**config.mk**
```make
export PLATFORM = sky130hd
export DESIGN_NAME = dgrc_silu
export DESIGN_NICKNAME = d
export VERILOG_FILES = /design/src/rtl/dgrc_pkg.sv /design/src/rtl/dgrc_silu.sv
export SDC_FILE = /design/constraint.sdc
export NUM_CORES = 1
export LEC_CHECK = 0
export ABC_AREA = 1
export BUFFER_PORTS_ARGS = -buffer_cell sky130_fd_sc_hd__buf_4
export CAP_MARGIN = 20
export CORE_ASPECT_RATIO = 1.5
export CORE_MARGIN = 2
export CORE_UTILIZATION = 35
export CTS_BUF_LIST = sky130_fd_sc_hd__clkbuf_8
export DETAILED_ROUTE_END_ITERATION = 7
export GPL_TIMING_DRIVEN = 0
export SLEW_MARGIN = 0
export SYNTH_ARGS = -nofsm -noshare
export SYNTH_HDL_FRONTEND = slang
export SYNTH_SLANG_ARGS = --single-unit
```
**constraint.sdc**
```tcl
create_clock -name clk -period 8 [get_ports clk]
set_input_delay 0.8 -clock clk [delete_from_list [all_inputs] [get_ports clk]]
set_output_delay 0.8 -clock clk [all_outputs]
set_load 0.005 [all_outputs]
```
**src/rtl/dgrc_pkg.sv**
```systemverilog
`timescale 1ns / 1ps
// ----------------------------------------------------------------------------
// dgrc_pkg
// Shared types, fixed-point constants and the sigmoid table generator for
// the decay-gated recurrent cell.
// ----------------------------------------------------------------------------
package dgrc_pkg;

  // Q4.12 signed values, Q0.16 unsigned sigmoid
  localparam int VALUE_W     = 16;
  localparam int FRAC_BITS   = VALUE_W - 4;
  localparam int RANGE_SHIFT = FRAC_BITS + 3;   // 8.0 in value units
  localparam int SIG_W       = 16;
  localparam int ARG_W       = VALUE_W + 1;     // sum of two values

  typedef struct packed {
    logic signed [VALUE_W-1:0] gate_logit;
    logic signed [VALUE_W-1:0] gate_bias;
    logic signed [VALUE_W-1:0] new_value;
    logic signed [VALUE_W-1:0] value_bias;
    logic signed [VALUE_W-1:0] previous_hidden;
  } dgrc_in_t;

  typedef struct packed {
    logic signed [VALUE_W-1:0] next_hidden;
    logic        [SIG_W-1:0]   decay_factor;
    logic signed [VALUE_W-1:0] gated_output;
  } dgrc_out_t;

  // Elaboration-time unsigned quotient by shift and subtract.
  function automatic longint unsigned udiv64(input longint unsigned num,
                                             input longint unsigned dvs);
    longint unsigned quo;
    longint unsigned rem;
    int              b;
    quo = '0;
    rem = '0;
    for (b = 63; b >= 0; b--) begin
      rem = {rem[62:0], num[b]};
      if (rem >= dvs) begin
        rem    = rem - dvs;
        quo[b] = 1'b1;
      end
    end
    return quo;
  endfunction

  // Table point k of depth: sigmoid(8k/depth) in Q0.16.
  // Elaboration-time only: exp(-k/depth) by Taylor series in Q30,
  // squared three times, then 1/(1+e) with round half up.
  function automatic logic [SIG_W-1:0] sig_point(input int unsigned k,
                                                  input int unsigned depth);
    longint unsigned q30;
    longint unsigned u;
    longint unsigned term;
    longint unsigned div_v;
    longint unsigned e;
    longint unsigned den;
    longint unsigned q;
    longint          sum_v;
    int              j;
    int              s;
    q30   = 64'd1 << 30;
    u     = udiv64(longint'(k) << 30, longint'(depth));
    sum_v = longint'(q30);
    term  = q30;
    for (j = 1; j <= 24 && term != 0; j++) begin
      div_v = longint'(j) * q30;
      term  = udiv64(term * u + (div_v >> 1), div_v);
      if (j[0]) begin
        sum_v = sum_v - longint'(term);
      end else begin
        sum_v = sum_v + longint'(term);
      end
    end
    if (sum_v < 0) begin
      sum_v = 0;
    end
    e = longint'(sum_v);
    for (s = 0; s < 3; s++) begin
      e = (e * e + (64'd1 << 29)) >> 30;
    end
    den = q30 + e;
    q   = udiv64((64'd1 << 46) + (den >> 1), den);
    if (q > 64'd65535) begin
      q = 64'd65535;
    end
    return q[SIG_W-1:0];
  endfunction

endpackage

```
**src/rtl/dgrc_silu.sv**
```systemverilog
`timescale 1ns / 1ps
// ----------------------------------------------------------------------------
// dgrc_silu
// Four-stage self gate: silu = round(h*sig(h)/2^16), then
// g = sat(round(h*silu/2^12)). Last stage is the result register.
// ----------------------------------------------------------------------------
module dgrc_silu (
  input  logic                                clk,
  input  logic                                rst_n,
  input  logic                                en,
  input  logic                                in_valid,
  input  logic signed [dgrc_pkg::VALUE_W-1:0] hidden,
  input  logic [dgrc_pkg::SIG_W-1:0]          sig_h,
  input  logic [dgrc_pkg::SIG_W-1:0]          alpha,
  output logic                                out_valid,
  output dgrc_pkg::dgrc_out_t                 out_item
);

  localparam int VW  = dgrc_pkg::VALUE_W;
  localparam int SW  = dgrc_pkg::SIG_W;
  localparam int FB  = dgrc_pkg::FRAC_BITS;
  localparam int PA_W = VW + SW + 1;
  localparam int SL_W = PA_W - SW;
  localparam int PB_W = VW + SL_W;

  // ---- stage 1: h * sig(h)
  logic                   v1_r;
  logic signed [PA_W-1:0] pa_r;
  logic signed [VW-1:0]   h1_r;
  logic [SW-1:0]          alpha1_r;

  always_ff @(posedge clk) begin
    if (!rst_n) begin
      v1_r <= 1'b0;
    end else if (en) begin
      v1_r <= in_valid;
    end
  end

  always_ff @(posedge clk) begin
    if (en) begin
      pa_r     <= hidden * $signed({1'b0, sig_h});
      h1_r     <= hidden;
      alpha1_r <= alpha;
    end
  end

  // ---- stage 2: round to silu
  logic signed [PA_W-1:0] pa_rnd;

  logic                   v2_r;
  logic signed [SL_W-1:0] silu_r;
  logic signed [VW-1:0]   h2_r;
  logic [SW-1:0]          alpha2_r;

  assign pa_rnd = (pa_r + (PA_W'(1) << (SW - 1))) >>> SW;

  always_ff @(posedge clk) begin
    if (!rst_n) begin
      v2_r <= 1'b0;
    end else if (en) begin
      v2_r <= v1_r;
    end
  end

  always_ff @(posedge clk) begin
    if (en) begin
      silu_r   <= pa_rnd[SL_W-1:0];
      h2_r     <= h1_r;
      alpha2_r <= alpha1_r;
    end
  end

  // ---- stage 3: h * silu
  logic                   v3_r;
  logic signed [PB_W-1:0] pb_r;
  logic signed [VW-1:0]   h3_r;
  logic [SW-1:0]          alpha3_r;

  always_ff @(posedge clk) begin
    if (!rst_n) begin
      v3_r <= 1'b0;
    end else if (en) begin
      v3_r <= v2_r;
    end
  end

  always_ff @(posedge clk) begin
    if (en) begin
      pb_r     <= h2_r * silu_r;
      h3_r     <= h2_r;
      alpha3_r <= alpha2_r;
    end
  end

  // ---- stage 4: round, saturate, result register
  logic signed [PB_W-1:0] pb_rnd;
  logic signed [VW-1:0]   g_nxt;

  logic                v4_r;
  dgrc_pkg::dgrc_out_t item_r;

  always_comb begin
    pb_rnd = (pb_r + (PB_W'(1) << (FB - 1))) >>> FB;
    if (pb_rnd > PB_W'((1 << (VW - 1)) - 1)) begin
      g_nxt = {1'b0, {(VW-1){1'b1}}};
    end else if (pb_rnd < -(PB_W'(1) << (VW - 1))) begin
      g_nxt = {1'b1, {(VW-1){1'b0}}};
    end else begin
      g_nxt = pb_rnd[VW-1:0];
    end
  end

  always_ff @(posedge clk) begin
    if (!rst_n) begin
      v4_r <= 1'b0;
    end else if (en) begin
      v4_r <= v3_r;
    end
  end

  always_ff @(posedge clk) begin
    if (en) begin
      item_r.next_hidden  <= h3_r;
      item_r.decay_factor <= alpha3_r;
      item_r.gated_output <= g_nxt;
    end
  end

  assign out_valid = v4_r;
  assign out_item  = item_r;

endmodule

```
Word-level counts from Yosys, hierarchy flattened
Cells that the tools add are included.
{"block": "word_totals", "regBits": 231, "latch_bits": 0, "ramBits": 0, "mem_bits_ro": 0, "output_inout_bits": 49, "word_cells": 23, "memories": 0}
{"block": "classes", "addsub": 2, "n_mul": 2, "div_mod_pow": 0, "magnitude_cmp": 2, "eq_ne": 0, "shift": 0, "muxes": 1, "bitwise_logic": 0, "n_reduce_logical": 0}
{"operator": "16-bit by 17-bit multiplier with 33-bit output", "count": 2}
{"operator": "33-bit by 13-bit adder with 33-bit output, second input constant", "count": 1}
{"operator": "33-bit by 17-bit adder with 33-bit output, second input constant", "count": 1}
{"operator": "21-bit by 16-bit > comparator with 1-bit output, second input constant", "count": 1}
{"operator": "21-bit by 16-bit < comparator with 1-bit output, second input constant", "count": 1}
{"operator": "16-bit 2-to-1 mux", "count": 1}

Longest topological paths before layout
Gate-level depths: netlist (run 1).
{"block": "logic_depth", "ltp_word": 3, "mapped_depth": 28}

Worst setup path before layout (run 1)
No wires, ideal clock.
{"block": "synth_path", "kind": "input to register", "from": "in hidden[4] (netlist bit)", "to": "reg pa_r[31], data pin", "setup_ns": 0.252, "t_arrival_ns": 5.673, "required_time_ns": 7.748, "setup_slack_ns": 2.075, "cell_stages": 22, "path_buffers": 2, "cell_sequence": "clkbuf_1 clkbuf_1 nand2_1 fa_1 inv_1 fa_1 fa_1 fa_1 fa_1 inv_1 fa_1 inv_1 ha_1 a21oi_1 a21boi_0 o21ai_0 inv_1 nor2_1 nor2_1 nand2_1 nand2_1 nand2_1"}
{"block": "synth_between", "elab_chain_cells": 1}
{"item": "from (decl)", "line_no": "dgrc_silu.sv:12", "rtl": "input logic signed [dgrc_pkg::VALUE_W-1:0] hidden,"}
{"item": "16-bit by 17-bit multiplier with 33-bit output", "line_no": "dgrc_silu.sv:42", "rtl": "pa_r <= hidden * $signed({1'b0, sig_h});"}
{"item": "to (signal assigned)", "line_no": "dgrc_silu.sv:42"}
{"item": "to (decl)", "line_no": "dgrc_silu.sv:28", "rtl": "logic signed [PA_W-1:0] pa_r;"}
No other way between the ends.
A chain may end at the register's enable or synchronous reset.

Final worst setup path (run 1)
{"block": "layout_path", "from": "reg h2_r[5]", "to": "reg pb_r[28], data pin"}
{"block": "layout_between", "elab_chain_cells": 1}
{"item": "from (decl)", "line_no": "dgrc_silu.sv:53", "rtl": "logic signed [VW-1:0] h2_r;"}
{"item": "from (signal assigned)", "line_no": "dgrc_silu.sv:69", "rtl": "h2_r <= h1_r;"}
{"item": "16-bit by 17-bit multiplier with 33-bit output", "line_no": "dgrc_silu.sv:90", "rtl": "pb_r <= h2_r * silu_r;"}
{"item": "to (signal assigned)", "line_no": "dgrc_silu.sv:90"}
{"item": "to (decl)", "line_no": "dgrc_silu.sv:76", "rtl": "logic signed [PB_W-1:0] pb_r;"}
No other way between the ends.

==> results of run 1 <==
-- per-stage QoR --
stage / setup slack (ps) / hold slack (ps) / instances / instance area (um^2)
after floorplan: 2070 / 400 / 3167 / 27500
after global placement: 377 / 400 / 4274 / 29400
after detailed placement: 347 / 405 / 4276 / 29500
after CTS: 332 / 242 / 4334 / 30100
after global routing: 141 / 271 / 4335 / 30100
final: 417 / 335 / 4335 / 30100
-- kinds of logic (layout without fill, tap and decap cells) --
kind of cell / Yosys count / count (layout) / synth area share, %
xor+xnor: 60 / 60 / 1.97
fa+ha+maj: 670 / 670 / 43.3
compound gates: 143 / 143 / 2.98
simple gates: 1056 / 1056 / 15.3
other cells: 0 / 1 / 0
buf+inv: 1033 / 1184 / 14.2
flops: 205 / 205 / 22.3
-- registers in the layout, summed over array words and instances (netlist names), 16 cells and up --
signal and count:
out_item 48, pb_r 22, pa_r 18, silu_r 17
alpha1_r 16, alpha2_r 16, alpha3_r 16, h1_r 16
h2_r 16, h3_r 16
-- routing by layer --
| metal | GRT usage [%] | vias to the layer above |
|---|---|---|
| li1 | - | 9459 |
| met1 | 18.2 | 9693 |
| met2 | 36.1 | 464 |
| met3 | 1.86 | 197 |
| met4 | 10.4 | 0 |
| met5 | 0 | - |
-- worst paths after layout --
check,endpoint,cells after the start,slack [ps]
worst min register to register,out_item[18]$_DFFE_PP_,0,410
worst max register to register,pb_r[28]$_DFFE_PP_,22,420
worst min-delay path,alpha1_r[0]$_DFFE_PP_,1,340
worst max-delay path,pb_r[28]$_DFFE_PP_,22,420
-- worst max-delay path: cells and delay by family (launching register included) --
family          cells  cell delay (ps)
compound gates      1              440
fa+ha+maj           7             3730
buf+inv             8             1480
flops               1              390
simple gates        6             1270
-- layout make-up --
class,instances,area [um^2],share of cell area [%]
buffer,116,458,1.52
clock buffer,31,427,1.42
timing repair buffer,93,746,2.48
tap,1016,1270,4.22
multi-input combinational,1929,17400,57.9
inverter,917,3440,11.4
sequential,205,6120,20.3
clock inverter,27,201,0.669
antenna,1,2.50,0.00831
-- cell usage after synthesis, drive strengths merged, types with 3 or more instances --
cell	number	area share, %
a21o	12	0.33
edfxtp	201	22
buf	8	0.19
or2	14	0.32
inv	917	13
nand4	9	0.21
o21bai	9	0.29
nor2	150	2.1
o21ai	44	0.80
nand2	790	11
nand3	69	1.3
o21a	5	0.14
clkbuf	108	1.5
a21boi	6	0.16
a31oi	3	0.068
ha	202	9.2
dfxtp	4	0.29
nor3	18	0.35
xor2	36	1.2
xnor2	24	0.79
fa	468	34
nor4	3	0.068
a21oi	61	1.1
==> flow_summary_export.csv, run 1 <==
group,metric,value,unit
cells_and_area,final_cell_mix,"inv_1 (922), nand2_1 (785), fa_1 (468)",
cells_and_area,utilization,38.8,%
placed_design,hpwl,61.3,mm
sta,setup-tns-final,0,ps
run_status,status,"finished clean",
setup_path,slowest_delay,840,ps
synth,ys_warn_count,0,
grt,grtUsageTotal,18.3,%
hold_path,holdCritStartpoint,"alpha[0]",
cells_and_area,areaGrowthSynthToFinish,9.64,%
floorplanning,initial_core_util,35.4,%
clocking,clock-sinks,205,
synth,ys_types,40,
placed_design,portBuffers,91,
floorplanning,io-pin-count,101,
cells_and_area,fillers,8112,
sta,rsz0062_at_grt,"false",
synth,synth_edf_count,201,
drt,wl,71.3,mm
setup_path,startpoint_type,"flip-flop",
floorplanning,coreArea,77600,um^2
floorplanning,dieArea,80800,um^2
setup_path,endpoint_kind,"flip-flop",
grt,grt_antenna_before_repair,1,
synth,syn_area,27500,um^2
setup_path,path_max_fanout,10,
setup_path,worstPathCellList,"clkbuf_1, clkbuf_1, nand2_1, fa_1, inv_1, fa_1, inv_1, fa_1, inv_1, fa_1, fa_1, inv_1, fa_1, inv_1, ha_1, nand2_1, nor2_1, inv_1, nor4_1, o21ai_0, nand3_1, nand2_1",
sta,slew_headroom,42.9,%
drt,ant_nets,0,
clocking,cts_tree,"yes",
setup_path,setup.worst_path.start,"h2_r[5]$_DFFE_PP_",
clocking,cts_hold_buf,0,
sta,slew_violations,0,
cells_and_area,final_common_cell,"inv_1",
grt,grt_pass1_wl,114,mm
setup_path,critPathArrivalTime,7970,ps
placed_design,gp_congestion,0.958,
clocking,postCtsSetupRepairBufs,0,
synth,avgSynthCellArea,8.67,um^2
drt,drt_first_pass_iters,5,
drt,route.met3.wl,2.60,mm
synth,synth_flop_cell,"edfxtp_1",
drt,num_vias,19800,
setup_path,critPathKind,"reg2reg",
sta,finalCritPeriodShare,94.8,%
sta,layout_min_cycle_time,7580,ps
clocking,path_clk_slew,70,ps
clocking,cts_resized,0,
grt,gr-total-overflow,0,
hold_path,hold_path.class,"in2reg",
cells_and_area,layout-drive-gt1-share,5.06,%
clocking,htree_levels,1,
clocking,cts-buffers-inserted,31,
setup_path,worstPathRequired,8390,ps
drt,first_iter_violations,777,
run,maxCapViolCount,0,
grt,grt_pass1_vias,21700,
sta,hold_viol_final,0,
synth,yosysSeqAreaShare,22.3,%
sta,fin_skew,12.5,ps
cells_and_area,fin_nets,4015,
drt,highest_layer,"met4",
drt,viasPerCell,4.57,
clocking,cts_buffer_depth,3,
floorplanning,die_y,347,um
sta,max_slew.worst_pin.slew,857,ps
floorplanning,rows,125,
floorplanning,die_w,233,um
synth,synthArstFlopShare,0,%
grt,grt_max_degree,81,
setup_path,reg2reg_from,"h2_r[5]$_DFFE_PP_",
synth,synth_seq_cells,205,
clocking,clock_latency,640,ps
setup_path,slowest_stage,"fa_1",
synth,synth_fp_nets,3889,
drt,wl_per_cell,16.4,um
synth,syn_inst,3167,
clocking,cts-root-buf,"clkbuf_8",
drt,drc,0,
sta,setup_viol,0,
drt,wirelength_met1,24.8,mm
sta,max_freq,0.132,GHz
drt,wl_met2,39.3,mm
Power of run 1 is left out: the tool's default activity adds up to more than one toggle a clock period on the data nets, which glitch-free logic cannot reach.
==> run 2, diff against run 1 <==
RECOVER_POWER = 100   (was default)
==> run 2 against run 1 <==
Against the previous run:
- worst setup slack worse by 23 ps
- the run now ends with max-capacitance violations, max-slew violations left
- fmax is 0.30% lower
- worst hold slack better by 20 ps
- largest cell class unchanged
- highest routed layer unchanged
- die area stayed put
- register-to-register slack worse by 20 ps
- clock skew is 1.1 ps higher
==> flow_summary_export.csv, run 2 (synthesis gave the netlist of run 1 again) <==
group,metric,value,unit
run_status,status,"finished, violations left",
run_status,failed_checks,"max-capacitance violations, max-slew violations",
setup_path,r2r_slack,390,ps
grt,grt_max_degree,81,
clocking,postCtsSetupRepairBufs,0,
floorplanning,coreArea,77600,um^2
clocking,htree_levels,1,
setup_path,path_max_fanout,10,
placed_design,gp_congestion,0.958,
drt,viasPerCell,4.56,
clocking,cts_resized,0,
setup_path,worstPathRequired,8390,ps
drt,num_vias,19800,
clocking,clock-sinks,205,
sta,slew_headroom,-181,%
cells_and_area,fillers,8137,
grt,grt_pass1_wl,114,mm
clocking,clock_latency,640,ps
cells_and_area,fin_nets,4015,
setup_path,endpoint_kind,"flip-flop",
run,maxCapViolCount,2,
setup_path,reg2reg_from,"h2_r[5]$_DFFE_PP_",
sta,slew_violations,131,
setup_path,slowest_delay,840,ps
setup_path,crit_path_end,"pb_r[28]$_DFFE_PP_",
setup_path,critPathKind,"reg2reg",
setup_path,setup.worst_path.start,"h2_r[5]$_DFFE_PP_",
clocking,cts_buffer_depth,3,
grt,grt_pass1_vias,21700,
sta,layout_min_cycle_time,7610,ps
setup_path,worstPathCellList,"clkbuf_1, clkbuf_1, nand2_1, fa_1, inv_1, fa_1, inv_1, fa_1, inv_1, fa_1, fa_1, inv_1, fa_1, inv_1, ha_1, nand2_1, nor2_1, inv_1, nor4_1, o21ai_0, nand3_1, nand2_1",
clocking,cts-buffers-inserted,31,
grt,gr-total-overflow,0,
clocking,cts_hold_buf,0,
drt,drc,0,
drt,wl,71.3,mm
floorplanning,die_w,233,um
cells_and_area,seq_area,6120,um^2
drt,wl_per_cell,16.4,um
floorplanning,die_y,347,um
floorplanning,io-pin-count,101,
sta,rsz0062_at_grt,"false",
cells_and_area,areaGrowthSynthToFinish,9.01,%
drt,first_iter_violations,714,
drt,drt_first_pass_iters,7,
sta,fin_skew,13.6,ps
cells_and_area,multiInputGateArea,17400,um^2
hold_path,hold_path.class,"in2reg",
hold_path,holdCritStartpoint,"alpha[10]",
sta,max_freq,0.131,GHz
cells_and_area,final_common_cell,"inv_1",
clocking,cts-root-buf,"clkbuf_8",
grt,grt_antenna_before_repair,1,
setup_path,critPathArrivalTime,7990,ps
floorplanning,initial_core_util,35.4,%
clocking,cts_tree,"yes",
floorplanning,rows,125,
sta,hold_viol_final,0,
clocking,path_clk_slew,70,ps
setup_path,slowest_stage,"fa_1",
floorplanning,dieArea,80800,um^2
sta,setup-tns-final,0,ps
placed_design,portBuffers,91,
setup_path,rr_worst_depth,22,
sta,setup_viol,0,
drt,ant_nets,0,
cells_and_area,largest_reg_flops,48,
placed_design,hpwl,61.3,mm
setup_path,rr_endpoint,"pb_r[28]$_DFFE_PP_",
grt,grtUsageTotal,18.3,%
sta,max_slew.worst_pin.slew,4210,ps
sta,finalCritPeriodShare,95.1,%
setup_path,startpoint_type,"flip-flop",
cells_and_area,final_cell_mix,"inv_1 (922), nand2_1 (785), fa_1 (468)",
cells_and_area,layout-drive-gt1-share,4.07,%
## run 2: cell type report
type	count	share of cell area (%)
repair buffers	93	2.07
diodes	1	0.00836
clock inverters	27	0.673
plain buffers	116	1.50
inverters	917	11.5
multi-input cells	1929	58.1
clock buffers	31	1.43
flip-flops and latches	205	20.4
well taps	1016	4.25
## run 2: through the flow
stage	hold slack (ps)	std cells	area [um^2]	worst slack, ps	utilization (%)
after floorplan	400	3167	27500	2070	-
after global placement	400	4274	29400	377	37.9
after detailed placement	405	4276	29500	347	38.0
after CTS	242	4334	30100	332	38.8
after global routing	294	4335	29900	141	38.6
final	356	4335	29900	394	38.6
## run 2: worst min path at each step
stage | to | slack [ps] | cells after the start
CTS | alpha1_r[0]$_DFFE_PP_ | 240 | 1
finish | alpha1_r[10]$_DFFE_PP_ | 360 | 1
global route | alpha1_r[4]$_DFFE_PP_ | 290 | 1
detailed placement | alpha2_r[13]$_DFFE_PP_ | 400 | 0
global placement | h2_r[4]$_DFFE_PP_ | 400 | 0
floorplan | alpha2_r[0]$_DFFE_PP_ | 400 | 0
## run 2: metal layers
| layer | vias up | wire length (um) | GRT usage [%] |
|---|---|---|---|
| li1 | 9456 | - | - |
| met1 | 9651 | 24700 | 18.2 |
| met2 | 479 | 39300 | 36.1 |
| met3 | 201 | 2650 | 1.86 |
| met4 | 0 | 4680 | 10.4 |
| met5 | - | 0 | 0 |
## run 2: worst max-delay path: cells and delay by family (launching register included)
family	cells	cell delay [ps]
adder cells (fa/ha/maj)	7	3710
buffers and inverters	8	1490
flip-flops	1	400
AND/OR/NAND/NOR	6	1280
AO/OA/AOI/OAI	1	450
Power of run 2 is left out for the same reason.
==> run 3, diff against run 2 <==
ABC_AREA = default   (was 1)
clock period = 8.2 ns   (was 8 ns; I/O delays follow)
==> run 3 against run 2 <==
Against the previous run:
- the flow still finishes with violations (max-capacitance violations, max-slew violations)
- synthesized area shrank 8.6%
- non-clock buffer count fell by 36
- critical path depth shrank 1
- cell count fell by 21%
- critical endpoint is now pb_r[32]$_DFFE_PP_
==> flow_summary_export.csv, run 3 <==
group,metric,value,unit
sta,rsz0062_at_grt,"false",
drt,wl,59.8,mm
synth,ys_warn_count,0,
drt,drc,0,
synth,synthTopCellsByCount,"inv_1 (563), fa_1 (468), nand2_1 (273)",
floorplanning,coreArea,71200,um^2
synth,synthArstFlopShare,0,%
drt,ant_nets,0,
sta,finalCritPeriodShare,94.8,%
synth,synth_flop_cell,"edfxtp_1",
clocking,cts_buffer_depth,3,
grt,gr-total-overflow,0,
clocking,cts_hold_buf,0,
cells_and_area,seq_area,6120,um^2
synth,yosysTopAreaCell,"fa_1",
sta,fin_skew,20.3,ps
setup_path,worstPathRequired,8530,ps
synth,syn_inst,2351,
placed_design,portBuffers,100,
synth,synth_compound_area_share,2.38,%
clocking,path_clk_slew,70,ps
synth,synth_edf_count,201,
cells_and_area,fin_nets,3206,
setup_path,rr_endpoint,"pb_r[32]$_DFFE_PP_",
clocking,cts-buffers-inserted,30,
cells_and_area,layout-drive-gt1-share,5.14,%
sta,setup-tns-final,0,ps
sta,slew_violations,205,
cells_and_area,final_common_cell,"inv_1",
drt,drt_first_pass_iters,5,
synth,synth_seq_cells,205,
floorplanning,rows,120,
setup_path,r2r_slack,430,ps
sta,max_slew.worst_pin.slew,4520,ps
synth,synth_top_family_by_area,"adder cells",
setup_path,path_common_cell,"fa_1",
grt,grt_antenna_before_repair,1,
placed_design,hpwl,49.7,mm
drt,num_vias,16300,
synth,synth_fa_ha_area_share,47.4,%
clocking,clock-sinks,205,
setup_path,endpoint_kind,"flip-flop",
drt,viasPerCell,4.75,
setup_path,setup.worst_path.start,"h2_r[1]$_DFFE_PP_",
run_status,failed_checks,"max-capacitance violations, max-slew violations",
clocking,cts_tree,"yes",
sta,hold_viol_final,0,
synth,synthXorXnorAreaFrac,2.86,%
synth,synth_fp_nets,3073,
synth,ys_types,53,
drt,first_iter_violations,779,
cells_and_area,final_cell_mix,"inv_1 (567), fa_1 (468), nand2_1 (273)",
synth,avgSynthCellArea,10.7,um^2
sta,setup_viol,0,
clocking,postCtsSetupRepairBufs,0,
grt,grtUsageTotal,16.6,%
setup_path,reg2reg_from,"h2_r[1]$_DFFE_PP_",
floorplanning,die_y,332,um
cells_and_area,multiInputGateArea,16600,um^2
sta,layout_min_cycle_time,7770,ps
clocking,clock_latency,620,ps
cells_and_area,fillers,7086,
clocking,htree_levels,1,
synth,syn_area,25100,um^2
grt,grt_pass1_wl,96.3,mm
synth,synthTopCellsByArea,"fa_1 (37%), edfxtp_1 (24%), ha_1 (10%)",
synth,synthSimpleGateAreaFrac,13.2,%
clocking,cts-root-buf,"clkbuf_8",
cells_and_area,areaGrowthSynthToFinish,9.61,%
setup_path,critPathArrivalTime,8100,ps
setup_path,slowest_delay,920,ps
setup_path,critical_path_buf_inv_count,6,
grt,grt_max_degree,119,
synth,synth_top_area_share,37.3,%
floorplanning,die_w,223,um
placed_design,gp_congestion,0.904,
run,maxCapViolCount,2,
setup_path,critPathKind,"reg2reg",
setup_path,worstPathCellList,"clkbuf_1, nand2_1, inv_1, fa_1, fa_1, inv_1, fa_1, inv_1, fa_1, fa_1, inv_1, fa_1, inv_1, ha_1, and4_1, a21oi_1, or4b_2, a31oi_1, o31ai_1, a21oi_1, xnor2_1",
setup_path,startpoint_type,"flip-flop",
sta,max_freq,0.129,GHz
hold_path,hold_end,"alpha1_r[13]$_DFFE_PP_",
grt,grt_pass1_vias,18400,
cells_and_area,largest_reg_flops,48,
synth,yosysSeqAreaShare,24.4,%
hold_path,holdCritStartpoint,"alpha[13]",
setup_path,slowest_stage,"fa_1",
drt,wl_per_cell,17.5,um
floorplanning,dieArea,73900,um^2
clocking,cts_resized,0,
run_status,status,"finished, violations left",
sta,slew_headroom,-201,%
setup_path,rr_worst_depth,21,
floorplanning,io-pin-count,101,
synth,synthMuxAreaShare,0.199,%
setup_path,path_max_fanout,10,
hold_path,min_path_cells,1,
hold_path,hold_path.class,"in2reg",
setup_path,critPathTopFamily,"adder cells",
floorplanning,initial_core_util,35.3,%
synth,synth.most_common_cell,"inv_1",
## run 3: changes by cell type after synthesis, moves of 29 or more
cell      delta
clkbuf_1    -39
inv_1      -353
nor2_1      -97
nand3_1     -45
and2_1     +247
nand2_1    -512
xnor2_1     +32
o21ai_0     -29
## run 3: worst register-to-register path: stages (launching register included)
cell and delay [ps]:
edfxtp_1 650, clkbuf_1 470, nand2_1 200, inv_1 170, fa_1 560, fa_1 920
inv_1 180, fa_1 520, inv_1 60, fa_1 480, fa_1 500, inv_1 50
fa_1 470, inv_1 40, ha_1 320, and4_1 230, a21oi_1 180, or4b_2 610
a31oi_1 360, o31ai_1 180, a21oi_1 210, xnor2_1 140
## run 3: routing by layer
metal | track usage, % | routed length [um] | vias up
met4 | 6.54 | 2410 | 0
li1 | - | - | 7342
met2 | 32.2 | 32400 | 469
met5 | 0 | 0 | -
met1 | 18.4 | 22300 | 8326
met3 | 1.69 | 2670 | 133
## run 3: worst max path at each step
| stage | end | depth (start not counted) |
|---|---|---|
| after detailed placement | pb_r[32]$_DFFE_PP_ | 21 |
| after global routing | pa_r[32]$_DFFE_PP_ | 23 |
| final | pb_r[32]$_DFFE_PP_ | 21 |
| after CTS | pb_r[32]$_DFFE_PP_ | 21 |
| after global placement | pa_r[32]$_DFFE_PP_ | 20 |
| after floorplan | pb_r[32]$_DFFE_PP_ | 21 |
## run 3: cell families (layout without fill, tap and decap cells)
group                      Yosys count  count (layout)
adders and majority gates          670             670
and+or+nand+nor                    659             659
buffers and inverters              636             793
DFF                                205             205
AOI/OAI and AO/OA                   94              94
xor gates and xnor gates            82              82
muxes                                5               5
other                                0               1
## run 3: per-stage QoR
| step | util [%] | area (um^2) | cells | setup WS [ps] | hold WS, ps |
|---|---|---|---|---|---|
| 2_1_floorplan | - | 25100 | 2351 | 1750 | 400 |
| 3_3_place_gp | 37.9 | 27000 | 3366 | 517 | 401 |
| 3_5_place_dp | 38.0 | 27000 | 3367 | 421 | 405 |
| 4_1_cts | 38.9 | 27700 | 3423 | 385 | 308 |
| 5_1_grt | 38.7 | 27500 | 3424 | 75.3 | 361 |
| 6_report | 38.7 | 27500 | 3424 | 430 | 389 |
## run 3: cell type report
cell class              count  area share (%)
multi-input cells        1510            60.2
flip-flops and latches    205            22.2
inverters                 564            7.70
well taps                 915            4.16
repair buffers            101            2.37
clock buffers              30            1.50
plain buffers              72           0.987
clock inverters            26           0.864
diodes                      1         0.00910
Power of run 3 is left out for the same reason.
